**src/rtl/usbin_pkg.sv**
```systemverilog
`default_nettype none

package usbin_pkg;

  // Default sizes of the packet store and of the overflow FIFO.
  localparam int PACKET_BYTES_DEF = 128;
  localparam int FIFO_DEPTH_DEF   = 512;

  // Largest packet size that the size register can select.
  localparam int SIZE_CAP = 128;

  // Configuration register indexes and reset values.
  localparam int CFG_IDX_W = 1;
  localparam logic [CFG_IDX_W-1:0] CFG_PACKET_SIZE  = 1'b0;
  localparam logic [CFG_IDX_W-1:0] CFG_FLUSH_FRAMES = 1'b1;
  localparam logic [7:0] PACKET_SIZE_RST  = 8'd128;
  localparam logic [7:0] FLUSH_FRAMES_RST = 8'd100;

  // Depth of the command queue between front and back.
  localparam int QUEUE_DEPTH = 2;

  // Command codes, as carried on the input action field.
  typedef enum logic [1:0] {
    OP_WRITE = 2'd0,
    OP_TAKE  = 2'd1,
    OP_TICK  = 2'd2,
    OP_FLUSH = 2'd3
  } op_e_t;

  // A classified command as presented by the front to the back.
  typedef struct packed {
    logic        valid;
    op_e_t       op;
    logic [7:0]  data;
  } cmd_t;

endpackage

`default_nettype wire

```
**src/rtl/usbin_front.sv**
```systemverilog
`default_nettype none

module usbin_front (
  input  wire logic              clk,
  input  wire logic              rst_n,
  input  wire logic              in_valid,
  output logic                   in_ready,
  input  wire logic [1:0]        in_action,
  input  wire logic [7:0]        in_byte_value,
  output usbin_pkg::cmd_t        cmd,
  input  wire logic              cmd_pop
);
  import usbin_pkg::*;

  localparam int PW = $clog2(QUEUE_DEPTH);
  localparam int CNTW = $clog2(QUEUE_DEPTH + 1);

  op_e_t           q_op_r   [QUEUE_DEPTH];
  logic [7:0]      q_data_r [QUEUE_DEPTH];
  logic [PW-1:0]   wr_ptr_r, wr_ptr_nxt;
  logic [PW-1:0]   rd_ptr_r, rd_ptr_nxt;
  logic [CNTW-1:0] cnt_r, cnt_nxt;
  logic            push, pop;
  op_e_t           in_op;
  logic [7:0]      in_data;

  // Classify the incoming word: only a write carries its byte onward.
  always_comb begin
    in_op   = op_e_t'(in_action);
    in_data = (in_op == OP_WRITE) ? in_byte_value : 8'd0;
  end

  assign in_ready = (cnt_r != CNTW'(QUEUE_DEPTH));
  assign push     = in_valid && in_ready;
  assign pop      = cmd_pop && (cnt_r != '0);

  // Pointer and occupancy update, wrapping at the queue depth.
  always_comb begin
    wr_ptr_nxt = wr_ptr_r;
    rd_ptr_nxt = rd_ptr_r;
    cnt_nxt    = cnt_r;
    if (push) begin
      wr_ptr_nxt = (wr_ptr_r == PW'(QUEUE_DEPTH - 1)) ? '0 : wr_ptr_r + 1'b1;
    end
    if (pop) begin
      rd_ptr_nxt = (rd_ptr_r == PW'(QUEUE_DEPTH - 1)) ? '0 : rd_ptr_r + 1'b1;
    end
    if (push && !pop) begin
      cnt_nxt = cnt_r + 1'b1;
    end else if (pop && !push) begin
      cnt_nxt = cnt_r - 1'b1;
    end
  end

  always_ff @(posedge clk) begin
    if (!rst_n) begin
      wr_ptr_r <= '0;
      rd_ptr_r <= '0;
      cnt_r    <= '0;
    end else begin
      wr_ptr_r <= wr_ptr_nxt;
      rd_ptr_r <= rd_ptr_nxt;
      cnt_r    <= cnt_nxt;
    end
  end

  // Queue storage needs no reset.
  always_ff @(posedge clk) begin
    if (push) begin
      q_op_r[wr_ptr_r]   <= in_op;
      q_data_r[wr_ptr_r] <= in_data;
    end
  end

  always_comb begin
    cmd.valid = (cnt_r != '0);
    cmd.op    = q_op_r[rd_ptr_r];
    cmd.data  = q_data_r[rd_ptr_r];
  end

endmodule

`default_nettype wire

```
**config.mk**
```make
export PLATFORM = sky130hd
export DESIGN_NAME = usbin_front
export DESIGN_NICKNAME = d
export VERILOG_FILES = /design/src/rtl/usbin_pkg.sv /design/src/rtl/usbin_front.sv
export SDC_FILE = /design/constraint.sdc
export NUM_CORES = 1
export LEC_CHECK = 0
export ABC_AREA = 0
export BUFFER_PORTS_ARGS = -buffer_cell sky130_fd_sc_hd__buf_2
export CORE_AREA = 2 2 55 44
export DETAILED_ROUTE_END_ITERATION = 10
export DIE_AREA = 0 0 57 46
export PLACE_DENSITY = 0.73
export SYNTH_ARGS = -nofsm -noshare
export SYNTH_HDL_FRONTEND = slang
export SYNTH_SLANG_ARGS = --single-unit
```
**constraint.sdc**
```tcl
create_clock -name clk -period 1.97 [get_ports clk]
set_clock_uncertainty 0.15 [all_clocks]
set_input_delay 0.394 -clock clk [delete_from_list [all_inputs] [get_ports clk]]
set_output_delay 0.394 -clock clk [all_outputs]
set_load 0.01 [all_outputs]
```
==> reports/qor.csv <==
stage,metric,value,unit
synthesis,yosys warns,0,
grt,first-pass GRT wire length,2.697,mm
synthesis,Post-Syn Area per Cell,15.48,sq um
setup_path,critical path data arrival time,1320,ps
sta,Max-slew headroom,0.6737,
synthesis,Cell variety after synth,17,
sta,setup violators final,0,
routing,post-route ant nets,0,
final_layout,area grow syn2layout,18.41,%
min_path,worst min path class,in -> reg,
power_and_ir_drop,Leak,0.4866,nW
power_and_ir_drop,Power Total,1.379,mW
power_and_ir_drop,sw frac,0.2952,
cts,Resized cells post-CTS,0,
grt,vias in the first global route,611,
power_and_ir_drop,clock power share,0.161,
setup_path,Bufs and invs on worst path,2,
final_layout,ANT cells,0,
sta,count of final hold-check violations,0,
final_layout,Filler cells,195,
setup_path,"Data required, critical path",1430,ps
sta,max-slew violations,0,
sta,Fmax,536.9,MHz
final_layout,# nets final,110,
synthesis,Mapped Area,0.001006,sq mm
die,die footprint,0.002622,sq mm
cts,root buffer selected by CTS,clkbuf_4,
die,row count,15,
placed_design,hpwl dp,1.147,mm
synthesis,sequential share of the synthesized area,0.6965,
placed_design,gpl congestion,0.6837,
placed_design,IO Port Bufs,25,
setup_path,CP top delay family,multiplexers,
die,die extent in y,46,um
grt,grt total ovfl,0,
synthesis,Synth Register Bits,25,
final_layout,ratio of cells with drive above 1 in the final layout,0.4468,
synthesis,top cell type's share of synthesized area,0.5970,
sta,fin crit period,1863,ps
run_status,outcome,completed,
setup_path,"Largest stage delay, worst path",350,ps
cts,worst skew pair latency,300,ps
cts,CTS sink count,25,
synthesis,Area contributors post-synth,"edfxtp_1, mux2_2, dfxtp_1",
power_and_ir_drop,net switching power figure,407.1,uW
die,core area,0.002140,sq mm
power_and_ir_drop,Comb power frac,0.324,
setup_path,"Worst Path Class, Setup",reg -> out,
routing,Initial DRC Count,16,
power_and_ir_drop,PwrDens,1158,mW/mm^2
routing,drt wl/cell,13.77,um
setup_path,CP Launch Type,flip-flop,
sta,RSZ-0062 raised after global routing,false,
grt,largest net degree at the start of global routing,14,
routing,drt first pass iters,4,
sta,crit share post-route,0.9454,
final_layout,sequential cell area,700.7,sq um
setup_path,critical-path cell list,buf_4 -> mux2_2 -> buf_2,
cts,"CTS clk-pin slew, worst paths",130,ps
sta,TNS Setup,0,ps
die,Initial Utilization,0.4702,
cts,number of setup buffers added after CTS,0,
power_and_ir_drop,sequential share of power,0.515,
power_and_ir_drop,VDD IR-drop max,0.6840,mV
routing,via count of the routed design,593,
cts,Hold Buf Count CTS,0,
grt,Tot GR Track Use,0.1463,
cts,CTS tree,done,
cts,H-tree Lvls,1,
sta,slew at the pin with the worst max-slew slack,489.4,ps
routing,remaining routing DRC violations,0,
job,Max Cap Violations,0,
synthesis,leading area contributor after synthesis,edfxtp_1,
die,I/O pins,26,
routing,final wirelength,1.639,mm
grt,initial antenna violation count,0,
routing,Via density,4.983,
cts,Num CTS Buffers,3,
setup_path,Worst setup EP type,primary output,
cts,deepest clock path buffer count,2,
power_and_ir_drop,Pint,972.1,uW
setup_path,CP max FO,10,
synthesis,post-synth net total,80,
setup_path,"Slowest-stage cell, CP",mux2_2,
die,die width,57,um
final_layout,footprint of the multi-input gates,292.8,sq um
final_layout,final core utilization,0.5567,
synthesis,Cells after Synth,65,
[logic make-up after synthesis]
| family | after synthesis | share of synthesized area |
|---|---|---|
| xor+xnor | 3 | 0.02612 |
| fa+ha+maj | 1 | 0.01244 |
| simple gates | 18 | 0.1107 |
| flops | 25 | 0.6965 |
| compound gates | 5 | 0.02985 |
| mux | 10 | 0.1119 |
| buf+inv | 3 | 0.01244 |
[path summary, 6_finish.rpt]
check | startpoint | slack (ps) | cells after the start | endpoint
hold reg to reg | rd_ptr_r$_SDFFE_PN0P_ | 370 | 2 | flip-flop
setup / recovery | flip-flop | 110 | 3 | cmd[4]
setup reg to reg | cnt_r[0]$_SDFFE_PN0P_ | 190 | 5 | cnt_r[1]$_SDFFE_PN0P_
hold / removal | in_action[1] | 130 | 1 | q_op_r[0][1]$_DFFE_PP_
[synthesized netlist by cell type]
master / instances
a21bo_2: 1
a21oi_1: 2
and2_1: 9
and3_1: 1
buf_2: 1
dfxtp_1: 5
edfxtp_1: 20
ha_1: 1
inv_1: 2
mux2_2: 10
nand2b_4: 1
nand3b_1: 1
nor2_1: 4
o21ai_0: 2
or2_2: 1
or3_1: 1
xor2_1: 3
[metal layers]
| layer | routed length (um) | track usage |
|---|---|---|
| met1 | 685 | 0.1676 |
| met2 | 817 | 0.2529 |
| met3 | 125 | 0.06534 |
| met4 | 12 | 0.04186 |
| met5 | 0 | 0 |
[area by class of cell]
cell class,count,share of cell area
Multi-Input combinational cell,37,0.2458
Tap cell,25,0.02626
Sequential cell,25,0.5882
Inverter,2,0.006303
Timing Repair Buffer,26,0.1113
Clock buffer,4,0.02206
[power by group through the flow]
| stage | registers, mW | logic, mW | clock network [mW] |
|---|---|---|---|
| 3_5_place_dp | 0.724 | 0.454 | 0 |
| 6_report | 0.710 | 0.447 | 0.222 |
| 4_1_cts | 0.711 | 0.457 | 0.228 |
| 2_1_floorplan | 0.712 | 0.310 | 0 |
| 3_3_place_gp | 0.718 | 0.439 | 0 |
| 5_1_grt | 0.721 | 0.507 | 0.257 |
[metrics by stage]
stage / std cells / setup WS [ps] / instance area, sq um / hold WS [ps]
4_1_cts: 119 / 99.92 / 1191 / 124.3
3_3_place_gp: 115 / 297.9 / 1165 / 345.1
6_report: 119 / 107.5 / 1191 / 128.5
2_1_floorplan: 65 / 302.8 / 1006 / 322.5
5_1_grt: 119 / 14.30 / 1191 / 108.4
3_5_place_dp: 115 / 213.9 / 1165 / 342.6
[flip-flops by register name, indices dropped and copies added, names as in the netlist, named ones only]
name	cells
rd_ptr_r	1
wr_ptr_r	1
cnt_r	2
q_data_r	16
q_op_r	4
[worst reg2reg max path, delay by kind of cell, from the launching register on]
family / cells / cell delay, ps
flip-flops: 1 / 370
adder cells (fa/ha/maj): 1 / 330
AO/OA/AOI/OAI: 1 / 150
AND/OR/NAND/NOR: 3 / 720
[placed cells by master (no fill, tap or decap)]
cell type and instances:
buf_2 25, edfxtp_1 20, mux2_2 10, and2_1 9, dfxtp_1 5, nor2_1 4
xor2_1 3, clkbuf_4 3, o21ai_0 2, inv_1 2, a21oi_1 2, nand2b_4 1
or2_2 1, nand3b_1 1, and3_1 1, a21bo_2 1, or3_1 1, ha_1 1
clkbuf_1 1, buf_4 1
Power figures use the tool's default switching activity.
